$ cat src/cbd_pkg.sv
package cbd_pkg;

  localparam int unsigned BlockBytes = 7;
  localparam int unsigned ByteW      = 8;
  localparam int unsigned BlockW     = BlockBytes * ByteW;
  localparam int unsigned ApbDataW   = 64;
  localparam int unsigned ApbAddrW   = 4;

  localparam logic [BlockW-1:0] KeyReset = 56'h1A2B3C4D5E6F00;

  typedef enum logic {
    RegInitialKey = 1'b0,
    RegNone       = 1'b1
  } cbd_reg_e;

  typedef struct packed {
    logic [BlockW-1:0] block;
    logic              reload;
    logic              odd;
  } cbd_item_t;

  function automatic logic [ByteW-1:0] swap_nib(input logic [ByteW-1:0] b);
    return {b[ByteW/2-1:0], b[ByteW-1:ByteW/2]};
  endfunction

endpackage

$ cat src/cbd_in_if.sv
interface cbd_in_if;
  import cbd_pkg::*;

  logic              valid;
  logic              ready;
  logic [BlockW-1:0] cipher_block;
  logic              frame_start;

  modport source (output valid, output cipher_block, output frame_start, input ready);
  modport sink (input valid, input cipher_block, input frame_start, output ready);
endinterface

$ cat src/cbd_out_if.sv
interface cbd_out_if;
  import cbd_pkg::*;

  logic              valid;
  logic              ready;
  logic [BlockW-1:0] plain_block;

  modport source (output valid, output plain_block, input ready);
  modport sink (input valid, input plain_block, output ready);
endinterface

$ cat src/cbd_front.sv
module cbd_front (
  input  logic               clk_i,
  input  logic               rst_ni,
  cbd_in_if.sink             blk_in_i,
  input  logic               q_ready_i,
  output logic               q_valid_o,
  output cbd_pkg::cbd_item_t q_item_o
);
  import cbd_pkg::*;

  logic odd_q, odd_d;
  logic accept;
  logic odd_eff;

  assign blk_in_i.ready = q_ready_i;
  assign q_valid_o      = blk_in_i.valid;
  assign accept         = blk_in_i.valid && q_ready_i;

  // A frame start restarts the block parity at even.
  assign odd_eff = blk_in_i.frame_start ? 1'b0 : odd_q;

  always_comb begin
    q_item_o.block  = blk_in_i.cipher_block;
    q_item_o.reload = blk_in_i.frame_start;
    q_item_o.odd    = odd_eff;
    odd_d           = accept ? !odd_eff : odd_q;
  end

  always_ff @(posedge clk_i or negedge rst_ni) begin
    if (!rst_ni) begin
      odd_q <= 1'b0;
    end else begin
      odd_q <= odd_d;
    end
  end
endmodule

$ cat src/cbd_fifo.sv
module cbd_fifo #(
  parameter int unsigned Depth = 2
) (
  input  logic               clk_i,
  input  logic               rst_ni,
  input  logic               push_i,
  input  cbd_pkg::cbd_item_t push_item_i,
  output logic               full_o,
  input  logic               pop_i,
  output logic               empty_o,
  output cbd_pkg::cbd_item_t pop_item_o
);
  import cbd_pkg::*;

  localparam int unsigned AddrW = (Depth > 1) ? $clog2(Depth) : 1;
  localparam int unsigned CntW  = $clog2(Depth + 1);
  localparam logic [AddrW-1:0] LastPtr = AddrW'(Depth - 1);
  localparam logic [CntW-1:0]  FullCnt = CntW'(Depth);

  cbd_item_t        mem_q [Depth];
  logic [AddrW-1:0] wptr_q, wptr_d, rptr_q, rptr_d;
  logic [CntW-1:0]  cnt_q, cnt_d;
  logic             do_push, do_pop;

  assign full_o     = (cnt_q == FullCnt);
  assign empty_o    = (cnt_q == '0);
  assign do_push    = push_i && !full_o;
  assign do_pop     = pop_i && !empty_o;
  assign pop_item_o = mem_q[rptr_q];

  always_comb begin
    wptr_d = wptr_q;
    rptr_d = rptr_q;
    cnt_d  = cnt_q;
    if (do_push) begin
      wptr_d = (wptr_q == LastPtr) ? '0 : wptr_q + AddrW'(1);
    end
    if (do_pop) begin
      rptr_d = (rptr_q == LastPtr) ? '0 : rptr_q + AddrW'(1);
    end
    if (do_push && !do_pop) begin
      cnt_d = cnt_q + CntW'(1);
    end else if (do_pop && !do_push) begin
      cnt_d = cnt_q - CntW'(1);
    end
  end

  always_ff @(posedge clk_i or negedge rst_ni) begin
    if (!rst_ni) begin
      wptr_q <= '0;
      rptr_q <= '0;
      cnt_q  <= '0;
    end else begin
      wptr_q <= wptr_d;
      rptr_q <= rptr_d;
      cnt_q  <= cnt_d;
    end
  end

  always_ff @(posedge clk_i) begin
    if (do_push) begin
      mem_q[wptr_q] <= push_item_i;
    end
  end
endmodule

$ cat src/cbd_back.sv
module cbd_back (
  input  logic                       clk_i,
  input  logic                       rst_ni,
  input  logic [cbd_pkg::BlockW-1:0] init_key_i,
  input  logic                       q_empty_i,
  input  cbd_pkg::cbd_item_t         q_item_i,
  output logic                       q_pop_o,
  cbd_out_if.source                  blk_out_o
);
  import cbd_pkg::*;

  logic [BlockW-1:0] key_q, key_d;
  logic [BlockW-1:0] key_eff;
  logic [BlockW-1:0] x_word;
  logic [BlockW-1:0] plain_q, plain_d;
  logic              out_valid_q, out_valid_d;
  logic [ByteW-1:0]  x [BlockBytes];
  logic [ByteW-1:0]  c [BlockBytes];
  logic [ByteW-1:0]  b;
  logic              sw;

  assign q_pop_o = !q_empty_i && (!out_valid_q || blk_out_o.ready);
  assign key_eff = q_item_i.reload ? init_key_i : key_q;

  always_comb begin
    for (int k = 0; k < BlockBytes; k++) begin
      b    = q_item_i.block[BlockW-1-ByteW*k -: ByteW];
      sw   = q_item_i.odd ? ((k % 2) == 0) : ((k % 2) == 1);
      x[k] = sw ? swap_nib(b) : b;
    end
    c[0] = q_item_i.odd ? x[0] : (x[BlockBytes-1] ^ x[0]);
    for (int k = 1; k < BlockBytes; k++) begin
      c[k] = x[k-1] ^ x[k];
    end
    if (!q_item_i.odd) begin
      c[1] = x[1];
    end
    for (int k = 0; k < BlockBytes; k++) begin
      plain_d[BlockW-1-ByteW*k -: ByteW] = c[k] - key_eff[BlockW-1-ByteW*k -: ByteW];
      x_word[BlockW-1-ByteW*k -: ByteW]  = x[k];
    end
  end

  always_comb begin
    key_d       = key_q;
    out_valid_d = out_valid_q;
    if (q_pop_o) begin
      key_d       = q_item_i.odd ? x_word : key_eff;
      out_valid_d = 1'b1;
    end else if (blk_out_o.ready) begin
      out_valid_d = 1'b0;
    end
  end

  always_ff @(posedge clk_i or negedge rst_ni) begin
    if (!rst_ni) begin
      key_q       <= KeyReset;
      out_valid_q <= 1'b0;
    end else begin
      key_q       <= key_d;
      out_valid_q <= out_valid_d;
    end
  end

  always_ff @(posedge clk_i) begin
    if (q_pop_o) begin
      plain_q <= plain_d;
    end
  end

  assign blk_out_o.valid       = out_valid_q;
  assign blk_out_o.plain_block = plain_q;
endmodule

$ cat src/chained_block_descrambler_core.sv
// Descrambles one 7-byte block per transaction and sustains one transaction per clock cycle
// while the output is not stalled. An accepted block is written into a short queue, and its
// plain block is loaded into the output register when the back end pops it; the queue holds
// QueueDepth blocks and the output register one more, after which the input deasserts ready.
// The running key update from an odd block is applied by the back end in the same cycle it
// produces that block's result, which keeps the rate at one block per cycle while the output
// is not stalled. The initial key is a 56-bit register at APB byte address 0, read and
// written through the 64-bit data bus; it takes effect at the next frame start.
module chained_block_descrambler_core #(
  parameter int unsigned QueueDepth = 2
) (
  input  logic                         clk_i,
  input  logic                         rst_ni,
  cbd_in_if.sink                       blk_in_i,
  cbd_out_if.source                    blk_out_o,
  input  logic                         psel,
  input  logic                         penable,
  input  logic                         pwrite,
  input  logic [cbd_pkg::ApbAddrW-1:0] paddr,
  input  logic [cbd_pkg::ApbDataW-1:0] pwdata,
  output logic [cbd_pkg::ApbDataW-1:0] prdata,
  output logic                         pready
);
  import cbd_pkg::*;

  logic [BlockW-1:0] init_key_q, init_key_d;
  cbd_reg_e          reg_sel;
  logic              wr_en;
  logic              fe_valid, q_full, q_empty, q_pop;
  cbd_item_t         fe_item, q_item;

  assign pready  = 1'b1;
  assign reg_sel = cbd_reg_e'(paddr[ApbAddrW-1]);
  assign wr_en   = psel && penable && pwrite && (reg_sel == RegInitialKey);

  always_comb begin
    unique case (reg_sel)
      RegInitialKey: prdata = ApbDataW'(init_key_q);
      default:       prdata = '0;
    endcase
  end

  assign init_key_d = wr_en ? pwdata[BlockW-1:0] : init_key_q;

  always_ff @(posedge clk_i or negedge rst_ni) begin
    if (!rst_ni) begin
      init_key_q <= KeyReset;
    end else begin
      init_key_q <= init_key_d;
    end
  end

  cbd_front u_front (
    .clk_i     (clk_i),
    .rst_ni    (rst_ni),
    .blk_in_i  (blk_in_i),
    .q_ready_i (!q_full),
    .q_valid_o (fe_valid),
    .q_item_o  (fe_item)
  );

  cbd_fifo #(
    .Depth (QueueDepth)
  ) u_fifo (
    .clk_i       (clk_i),
    .rst_ni      (rst_ni),
    .push_i      (fe_valid),
    .push_item_i (fe_item),
    .full_o      (q_full),
    .pop_i       (q_pop),
    .empty_o     (q_empty),
    .pop_item_o  (q_item)
  );

  cbd_back u_back (
    .clk_i      (clk_i),
    .rst_ni     (rst_ni),
    .init_key_i (init_key_q),
    .q_empty_i  (q_empty),
    .q_item_i   (q_item),
    .q_pop_o    (q_pop),
    .blk_out_o  (blk_out_o)
  );
endmodule

$ cat src/flat_wrapper.sv
// flat-port wrapper written by rule: the top's interface ports become plain ports
module chained_block_descrambler_core_flat import cbd_pkg::*;
#(
  parameter int unsigned QueueDepth = 2
)
  (clk_i, rst_ni, psel, penable, pwrite, paddr, pwdata, prdata, pready, blk_in_i_valid, blk_in_i_cipher_block, blk_in_i_frame_start, blk_in_i_ready, blk_out_o_valid, blk_out_o_plain_block, blk_out_o_ready);
  cbd_in_if blk_in_i_i ();
  cbd_out_if blk_out_o_i ();
  input  logic clk_i;
  input  logic rst_ni;
  input  logic psel;
  input  logic penable;
  input  logic pwrite;
  input  logic [cbd_pkg::ApbAddrW-1:0] paddr;
  input  logic [cbd_pkg::ApbDataW-1:0] pwdata;
  output logic [cbd_pkg::ApbDataW-1:0] prdata;
  output logic pready;
  input wire logic [$bits(blk_in_i_i.valid)-1:0] blk_in_i_valid;
  input wire logic [$bits(blk_in_i_i.cipher_block)-1:0] blk_in_i_cipher_block;
  input wire logic [$bits(blk_in_i_i.frame_start)-1:0] blk_in_i_frame_start;
  output wire logic [$bits(blk_in_i_i.ready)-1:0] blk_in_i_ready;
  output wire logic [$bits(blk_out_o_i.valid)-1:0] blk_out_o_valid;
  output wire logic [$bits(blk_out_o_i.plain_block)-1:0] blk_out_o_plain_block;
  input wire logic [$bits(blk_out_o_i.ready)-1:0] blk_out_o_ready;
  assign blk_in_i_i.valid = blk_in_i_valid;
  assign blk_in_i_i.cipher_block = blk_in_i_cipher_block;
  assign blk_in_i_i.frame_start = blk_in_i_frame_start;
  assign blk_in_i_ready = blk_in_i_i.ready;
  assign blk_out_o_valid = blk_out_o_i.valid;
  assign blk_out_o_plain_block = blk_out_o_i.plain_block;
  assign blk_out_o_i.ready = blk_out_o_ready;
  chained_block_descrambler_core #(.QueueDepth(QueueDepth)) u_core (.clk_i(clk_i), .rst_ni(rst_ni), .blk_in_i(blk_in_i_i), .blk_out_o(blk_out_o_i), .psel(psel), .penable(penable), .pwrite(pwrite), .paddr(paddr), .pwdata(pwdata), .prdata(prdata), .pready(pready));
endmodule
$ cat config.mk
export PLATFORM = sky130hd
export DESIGN_NAME = chained_block_descrambler_core_flat
export DESIGN_NICKNAME = d
export VERILOG_FILES = /design/src/cbd_pkg.sv /design/src/cbd_in_if.sv /design/src/cbd_out_if.sv /design/src/cbd_front.sv /design/src/cbd_fifo.sv /design/src/cbd_back.sv /design/src/chained_block_descrambler_core.sv /design/src/flat_wrapper.sv
export SDC_FILE = /design/constraint.sdc
export NUM_CORES = 1
export LEC_CHECK = 0
export ABC_AREA = 1
export BUFFER_PORTS_ARGS = -buffer_cell sky130_fd_sc_hd__clkbuf_2
export CAP_MARGIN = 20
export CORE_UTILIZATION = 41
export CTS_CLUSTER_DIAMETER = 120
export DETAILED_ROUTE_END_ITERATION = 10
export GPL_ROUTABILITY_DRIVEN = 0
export PLACE_DENSITY = 0.69
export SYNTH_ARGS = -nofsm -noshare
export SYNTH_HDL_FRONTEND = slang
export SYNTH_SLANG_ARGS = --single-unit
$ cat constraint.sdc
create_clock -name clk_i -period 6.21 [get_ports clk_i]
set_input_delay 0.3105 -clock clk_i [delete_from_list [all_inputs] [get_ports clk_i]]
set_output_delay 0.3105 -clock clk_i [all_outputs]
set_load 0.01 [all_outputs]
[Yosys cells after proc, flatten, opt, wreduce, memory -nomap -nowiden]
Memory sizes are Yosys's and may differ from the RTL's.
Cells that the tools add are included.
Word-level totals
  memory bits (writable): 116
  memories: 1
  latch bits: 0
  logic and storage cells: 69
  output and inout bits: 123
  register bits after elaboration: 174
  ROM bits: 0
  input port bits: 132
Cells by class
  bitwise logic cells: 8
  shift-type cells: 0
  reductions and logical operators: 18
  $lt $le $gt $ge: 0
  muxes and demuxes: 22
  div/mod/pow operators: 0
  add/sub/neg operators: 11
  multipliers: 0
  eq/ne operators: 1
Memories
  u_core.u_fifo.mem_q: depth 2, width 58, rd ports 1, clocked after Yosys merged registers in 0, write ports 1, RTL line cbd_fifo.sv:20  | cbd_item_t mem_q [Depth];
Operators by type and width (count)
  2-to-1 mux 56 bit: 3
  2-to-1 mux 8 bit: 9
  subtractor 8 bit: 7
  bitwise XOR 8 bit: 7
  logical AND 1 bit: 8
  2-to-1 mux 1 bit: 8
  zero test 1 bit: 6
  2-to-1 mux 2 bit: 2
  nonzero test 2 bit: 2
  adder 1 bit, second input constant: 2
  adder 2 x 1 -> 2 bit, second input constant: 1
  equality test 2 bit, second input constant: 1
  zero test 2 bit: 1
  subtractor 2 x 1 -> 2 bit, second input constant: 1
  logical OR 1 bit: 1
  inverter 1 bit: 1

[Logic depth before layout (Yosys ltp)]
Gate-level depths: netlist (run 1).
  depth after elaboration: 7
  depth in mapped cells: 21
  mapped depth without buffers: 17

[Modules after synthesis]
From an unflattened synthesis (run 1), not the netlist that was laid out.
Unflattened totals
  cells, all modules: 1913
  area, all modules: 16405.7 um^2
Modules (own cells, without submodules)
  cbd_back: cells each 1132, seq. area each 3140.5 um^2, times used 1, area each 8654.6 um^2
  cbd_fifo: cells each 335, seq. area each 3583.4 um^2, times used 1, area each 4454.3 um^2
  chained_block_descrambler_core: cells each 377, seq. area each 1433.9 um^2, times used 1, area each 2791.4 um^2
  cbd_front: cells each 69, seq. area each 25.0 um^2, times used 1, area each 505.5 um^2

[Worst setup path after synthesis (run 1)]
No wires, ideal clock.
  path type: reg-to-reg
  from: register u_core.u_fifo.cnt_q[0]
  to: memory u_core.u_fifo.mem_q[1][0] (netlist name), enable pin
  library setup time: 476 ps
  clock period less this slack: 3603 ps
  arrival: 3128 ps
  setup slack: 2607 ps
  stages on the path, launching flop included: 5
  cells stage by stage: dfrtp_1 -> inv_1 -> nand2_1 -> nand2_1 -> nor2_1
Between the ends
  word-level cells in the longest chain between the ends: 5
RTL lines
  from (decl): RTL line cbd_fifo.sv:22  | logic [CntW-1:0] cnt_q, cnt_d;
  from (signal assigned): RTL line cbd_fifo.sv:56  | cnt_q <= cnt_d;
  equality test 2 bit: RTL line cbd_fifo.sv:25  | assign full_o = (cnt_q == FullCnt);
  zero test 1 bit
  named net blk_in_i_ready: RTL line flat_wrapper.sv:21  | output wire logic [$bits(blk_in_i_i.ready)-1:0] blk_in_i_ready;
  logical AND 1 bit: RTL line cbd_fifo.sv:27  | assign do_push = push_i && !full_o;
  2-to-1 mux 1 bit: RTL line cbd_fifo.sv:61  | if (do_push) begin
  2-to-1 mux 1 bit (implied by the code): RTL line cbd_fifo.sv:62  | mem_q[wptr_q] <= push_item_i;
  to (decl): RTL line cbd_fifo.sv:20
The timed path passes the listed nets, and every way through them passes these cells.

[Worst setup path after layout (run 1)]
  from: register u_core.u_fifo.rptr_q
  to: register u_core.u_back.plain_q[47] (netlist: u_core.u_back.blk_out_o.plain_block[47]), data pin
Between the ends
  word-level cells in the longest chain between the ends: 6
RTL lines
  from (decl): RTL line cbd_fifo.sv:21  | logic [AddrW-1:0] wptr_q, wptr_d, rptr_q, rptr_d;
  from (signal assigned): RTL line cbd_fifo.sv:55  | rptr_q <= rptr_d;
  memory read (2 x 58 bit) *
  2-to-1 mux 1 bit: RTL line cbd_back.sv:28  | sw = q_item_i.odd ? ((k % 2) == 0) : ((k % 2) == 1);
  2-to-1 mux 8 bit: RTL line cbd_back.sv:29  | x[k] = sw ? swap_nib(b) : b;
  bitwise XOR 8 bit: RTL line cbd_back.sv:33  | c[k] = x[k-1] ^ x[k];
  2-to-1 mux 8 bit: RTL line cbd_back.sv:35  | if (!q_item_i.odd) begin
  subtractor 8 bit *: RTL line cbd_back.sv:39  | plain_d[BlockW-1-ByteW*k -: ByteW] = c[k] - key_eff[BlockW-1-ByteW*k -: ByteW];
  named net u_core.u_back.plain_d[47]: RTL line cbd_back.sv:15  | logic [BlockW-1:0] plain_q, plain_d;
  to (signal assigned): RTL line cbd_back.sv:67  | plain_q <= plain_d;
  to (decl): RTL line cbd_back.sv:15
Mark *: on every way through the listed nets, which the timed path passes. The rest lies on a longest branch.
A chain may end at the register's enable or synchronous reset.

==> flow_summary.json, run 1 <==
{
  "outcome": "finished, final reports clean",
  "cap_violations": 0,
  "critPathSlowestCell": "nand2_2",
  "worst-setup-path-type": "reg2reg",
  "rows": 70,
  "cts.path.max_buffers": 3,
  "setup-violations-final": 0,
  "yosys_register_bits": 290,
  "cp_slowest_stage_delay_ns": 0.77,
  "tightestPinTransition_ns": 1.07,
  "routed_wl_um": 40800,
  "syn_area_um2": 15200,
  "fin_cells": 2494,
  "slew_headroom_pct": 28.6,
  "ctsResizeCount": 0,
  "htree_num_levels": 2,
  "period_minus_slack_ns": 4.01,
  "timing.rr.start": "u_core.u_fifo.rptr_q$_DFFE_PN0P_",
  "worst-path-buf-inv": 2,
  "first_global_vias": 11557,
  "synth_edf_count": 172,
  "drv_slew": 0,
  "cp.arrival_ns": 4.28,
  "holdPathStages": 3,
  "synth_cell_types": 32,
  "tns_ns": 0,
  "grt_usage_pct": 21.3,
  "use_met3_pct": 3.83,
  "cts_tree": "done",
  "numCtsBuffers": 34,
  "final.period_utilization_pct": 64.6,
  "crit_fanout": 53,
  "antenna_found_initial": 3,
  "ctsRootBufferMaster": "clkbuf_16",
  "fin_util_pct": 50.1,
  "die_h_um": 194,
  "cts_hold_buffers": 57,
  "reg2reg_to": "u_core.u_back.blk_out_o.plain_block[47]$_DFFE_PP_",
  "endpoint_kind": "register",
  "fp.dieW_um": 194,
  "grt_pass1_wl_um": 62900,
  "syn-mean-instance-area_um2": 8.79,
  "grt.overflow.total": 0,
  "crit_path_start": "u_core.u_fifo.rptr_q$_DFFE_PN0P_",
  "start_kind": "register",
  "crit_end": "u_core.u_back.blk_out_o.plain_block[47]$_DFFE_PP_",
  "drc": 0,
  "fill_cells": 3389,
  "synth_flop_cell": "edfxtp_1",
  "layout_commonest_cell": "nand2_1",
  "synth_warnings": 0,
  "num_io_pins": 255,
  "grt_use_met2_pct": 31.6,
  "initial_core_util_pct": 41.6,
  "coreArea_um2": 36500,
  "io_buffer_count": 234,
  "clk-insertion-delay-late_ns": 0.53,
  "dr.pass1.iters": 5,
  "place_area_um2": 16600,
  "required_ns": 6.48,
  "dp_hpwl_um": 30000,
  "clock_sinks": 290,
  "layout_common_cells": "nand2_1 (625), clkbuf_2 (233), edfxtp_1 (172), inv_1 (147), nor2_1 (140)",
  "synthCells": 1727,
  "cp_top_family": "simple AND/OR/NAND/NOR gates",
  "synthArstFlopShare_pct": 40.7,
  "max_freq_ghz": 0.249,
  "worst_r2r_path_depth": 13,
  "via_per_inst": 4.97,
  "crit_top_cell": "nand2_1",
  "dieArea_um2": 37800,
  "hold_path_class": "in2reg",
  "gr-max-usage-layer": "met2",
  "antenna_left": 0,
  "drtIter0Drc": 1031,
  "wl_per_cell_um": 16.4,
  "finalClockSkew_ns": 0.0239,
  "layout.nets": 2187,
  "cts_setup_buffers": 0,
  "dp.cells": 2371,
  "layout-drive-gt1-share_pct": 19.6,
  "r2r_slack_ns": 2.20,
  "area_delta_synth_final_pct": 20.4,
  "rsz0062_at_grt": "false",
  "critical_path.cell_chain": "inv_4 > nand2_1 > nand2_2 > buf_4 > nand2_1 > a21oi_1 > a31oi_1 > ha_1 > nand2_1 > o21ai_0 > a31oi_1 > nand3_1 > nand2_1",
  "crit_cells": 13,
  "path_clk_slew_ns": 0.06,
  "grt_max_degree": 113,
  "vias": 12400,
  "final_area_um2": 18300,
  "seq_area_frac_synth_pct": 53.9,
  "grtUsageMet1_pct": 31.4,
  "hold_viol": 0
}
==> cells in the mapped netlist, drive strengths merged, types with 32 or more instances <==
library cell,count,area [um^2]
a21oi,98,494
inv,158,596
o21ai,133,726
buf,54,408
nand2,635,2410
dfrtp,66,1650
nand3,32,160
xor2,46,403
ha,50,626
dfstp,52,1370
edfxtp,172,5160
nor2,142,533
==> state kept, by name (all words and copies together) (netlist names) <==
signal / cells
u_core.u_fifo.mem_q: 116
u_core.u_fifo.rptr_q: 1
u_core.u_front.odd_q: 1
u_core.u_back.key_q: 56
u_core.u_back.blk_out_o.valid: 1
u_core.init_key_q: 56
u_core.u_fifo.cnt_q: 2
u_core.u_fifo.wptr_q: 1
u_core.u_back.blk_out_o.plain_block: 56
==> logic make-up after synthesis <==
kind of cell             after synthesis  synth area share (%)
buffers and inverters                237                  7.23
AND/OR/NAND/NOR                      817                  20.8
AO/OA/AOI/OAI                        258                  9.16
other                                  2                0.0494
flip-flops                           290                  53.9
XOR/XNOR                              66                  3.86
adder cells (fa/ha/maj)               57                  5.04
==> through the flow <==
step	setup WS, ns	hold WS (ns)
finish	2.20	0.0130
global route	1.93	0.00349
CTS	2.28	0.000232
detailed placement	2.27	0.435
global placement	2.35	0.427
floorplan	2.61	0.0149
==> per-layer routing <==
metal	wire, um	vias to the layer above
li1	-	6104
met5	0	-
met2	17500	469
met3	3250	75
met1	19000	5752
met4	1100	0
==> worst register-to-register path: cells and delay by family, from the launching register on <==
family | cells | cell delay, ns
adders and majority gates | 1 | 0.39
and+or+nand+nor | 6 | 1.33
AOI/OAI and AO/OA | 4 | 0.82
buffers and inverters | 2 | 0.62
DFF | 1 | 0.60
==> how the worst min path moves through the flow <==
stage / from / to / slack [ns]
final: pwdata[43] / u_core.init_key_q[43]$_DFFE_PN1P_ / 0.01
after global routing: blk_out_o_ready / u_core.u_back.blk_out_o.valid$_DFFE_PN0P_ / 0.003
after CTS: blk_out_o_ready / u_core.u_back.blk_out_o.valid$_DFFE_PN0P_ / 0.0002
after detailed placement: rst_ni / u_core.init_key_q[44]$_DFFE_PN0P_ / 0.43
after global placement: rst_ni / u_core.init_key_q[44]$_DFFE_PN0P_ / 0.43
after floorplan: rst_ni / u_core.init_key_q[0]$_DFFE_PN0P_ / 0.01
==> layout make-up <==
class | instances | area, um^2 | area share (%)
clock buffers | 45 | 943 | 5.16
clock inverters | 16 | 121 | 0.663
inverters | 158 | 596 | 3.26
multi-input cells | 1207 | 5960 | 32.6
flip-flops and latches | 290 | 8180 | 44.7
repair buffers | 307 | 1890 | 10.3
well taps | 468 | 586 | 3.20
diodes | 3 | 7.51 | 0.0410
Power of run 1 is left out: the tool's default activity adds up to more than one toggle a clock period on the data nets, which glitch-free logic cannot reach.
==> run 2, diff against run 1 <==
--- a/config.mk
+++ b/config.mk
@@ -12,7 +12,7 @@
 export CTS_CLUSTER_DIAMETER = 120
 export DETAILED_ROUTE_END_ITERATION = 10
 export GPL_ROUTABILITY_DRIVEN = 0
-export PLACE_DENSITY = 0.69
+export PLACE_DENSITY = 0.72
 export SYNTH_ARGS = -nofsm -noshare
 export SYNTH_HDL_FRONTEND = slang
 export SYNTH_SLANG_ARGS = --single-unit
==> constraint.sdc (replaced) <==
create_clock -name clk_i -period 3.4 [get_ports clk_i]
set_input_delay 0.17 -clock clk_i [delete_from_list [all_inputs] [get_ports clk_i]]
set_output_delay 0.17 -clock clk_i [all_outputs]
set_load 0.01 [all_outputs]
==> run 2 against run 1 <==
The run now ends with negative hold slack left. Routed wire length up 5.3%. Via count up 2.6%. Critical path depth down 2. Utilization up 2.0 points. Sequential share of layout area down 1.7 points. Fmax up 24%. Flip-flop and latch count unchanged. Register-to-register slack worse by 2.0 ns. Non-clock buffer count up 69. Cell count up 2.7%. Global-route usage up 0.78 points. Setup slack worse by 2.0 ns. Largest cell class unchanged.
==> flow_summary.json, run 2 (same netlist as run 1, synthesis figures left out) <==
{
  "area_delta_synth_final_pct": 25.3,
  "initial_core_util_pct": 41.6,
  "htree_num_levels": 1,
  "worst-setup-path-type": "reg2reg",
  "largest_register_ffs": 116,
  "layout-drive-gt1-share_pct": 19.3,
  "routed_wl_um": 43000,
  "path_clk_slew_ns": 0.06,
  "outcome": "finished with violations",
  "top_register": "u_core.u_fifo.mem_q",
  "cap_violations": 0,
  "io_buffer_count": 234,
  "required_ns": 3.72,
  "drv_slew": 0,
  "finalClockSkew_ns": 0.0124,
  "hold_viol": 1,
  "clk-insertion-delay-late_ns": 0.58,
  "first_global_vias": 12085,
  "coreArea_um2": 36500,
  "cp.arrival_ns": 3.56,
  "antenna_left": 0,
  "grt_usage_pct": 22.1,
  "grt_max_degree": 135,
  "clock_sinks": 290,
  "vdd_drop_max_v": 0.000747,
  "grt_pass1_wl_um": 65700,
  "numCtsBuffers": 31,
  "p_leak_nw": 9.22,
  "crit_fanout": 26,
  "rsz0062_at_grt": "false",
  "drc": 0,
  "num_io_pins": 255,
  "dp_hpwl_um": 30700,
  "layout_common_cells": "nand2_1 (625), clkbuf_2 (233), edfxtp_1 (172), inv_1 (147), nor2_1 (140)",
  "layout_commonest_cell": "nand2_1",
  "antenna_found_initial": 4,
  "dieArea_um2": 37800,
  "period_minus_slack_ns": 3.24,
  "layout.nets": 2254,
  "grt.overflow.total": 0,
  "setup-violations-final": 0,
  "drtIter0Drc": 1075,
  "rows": 70,
  "die_h_um": 194,
  "tightestPinTransition_ns": 0.809,
  "endpoint_kind": "register",
  "dr.pass1.iters": 5,
  "cts.path.max_buffers": 3,
  "power_mw": 24.0,
  "via_per_inst": 4.97,
  "vias": 12724,
  "powerDensity_nw_per_um2": 1260,
  "tns_ns": 0,
  "hold_path_class": "in2reg",
  "failed_checks": "negative hold slack",
  "start_kind": "register",
  "fp.dieW_um": 194,
  "max_freq_ghz": 0.308,
  "wl_per_cell_um": 16.8,
  "final.period_utilization_pct": 95.4,
  "hold_ws_ns": -0.00258,
  "slew_headroom_pct": 46.0,
  "ctsRootBufferMaster": "clkbuf_16",
  "cts_tree": "done"
}
-- run 2: changes by cell type in the layout (fill, tap and decap cells not counted), moves of 3 or more --
| cell | change |
|---|---|
| o21ai_0 | -4 |
| o21ai_1 | +4 |
| dlygate4sd3_1 | +58 |
| buf_12 | +7 |
| bufinv_16 | +3 |
| clkbuf_16 | -4 |
| clkinvlp_4 | +3 |
| clkinv_2 | -4 |
-- run 2: worst paths after layout --
path | from | endpoint | slack (ns) | depth (start not counted)
max in group asynchronous | rst_ni | u_core.init_key_q[10]$_DFFE_PN1P_ | 2.46 | 3
worst min register to register | u_core.u_back.key_q[18]$_DFFE_PN1P_ | u_core.u_back.key_q[18]$_DFFE_PN1P_ | 0.47 | 2
worst min-delay path | penable | u_core.init_key_q[21]$_DFFE_PN0P_ | -0.003 | 3
worst max register to register | u_core.u_fifo.rptr_q$_DFFE_PN0P_ | u_core.u_back.blk_out_o.plain_block[47]$_DFFE_PP_ | 0.16 | 11
min in group asynchronous | rst_ni | u_core.init_key_q[44]$_DFFE_PN0P_ | 0.04 | 2
worst max-delay path | u_core.u_fifo.rptr_q$_DFFE_PN0P_ | u_core.u_back.blk_out_o.plain_block[47]$_DFFE_PP_ | 0.16 | 11
-- run 2: layer usage --
metal	routed length (um)	up-vias	part of all wire, %	GRT usage [%]
met5	0	-	0	0
met4	1390	0	3.2	8.17
met3	2890	88	6.7	3.18
met2	18800	496	44	33.7
met1	19900	5907	46	31.9
li1	-	6233	-	-
-- run 2: critical path, cell delays in order (launching register included) --
cell     delay [ns]
dfrtp_2        0.51
buf_6          0.26
nand2_1        0.25
o21ai_4        0.27
buf_4          0.30
o21ai_1        0.11
ha_1           0.36
nand2_1        0.06
o21ai_0        0.39
a31oi_1        0.22
nand3_1        0.15
nand2_1        0.09
-- run 2: power breakdown --
group	switching [mW]	internal [mW]	total (mW)
clock	1.44	2.00	3.44
combinational	9.09	5.00	14.1
sequential	0.461	5.99	6.45
total	11.0	13.0	24.0
-- run 2: per-stage QoR --
step	cells	area [um^2]	utilization, %	setup slack [ns]
final	2561	19000	52.1	0.157
after global routing	2561	19000	52.1	0.00708
after CTS	2553	19000	51.9	0.131
after detailed placement	2381	16800	46.0	0.129
after global placement	2381	16800	46.0	0.280
after floorplan	1734	15200	-	0.469
-- run 2: cell type report --
class | instances | area, um^2
diodes | 4 | 10.0
clock buffers | 37 | 808
clock inverters | 20 | 221
fillers | 3285 | 17500
inverters | 158 | 596
multi-input cells | 1208 | 5970
flip-flops and latches | 290 | 8180
well taps | 468 | 586
repair buffers | 376 | 2650
-- run 2: repair_timing --
item | in CTS | in global routing
endpoints found under the hold margin | 202 | 1
hold buffers | 115 | 1
setup buffers | 0 | 1
endpoints found under the setup margin | 0 | 9
resized for setup | 0 | 5
No activity file was read; power rests on OpenSTA's default activity.
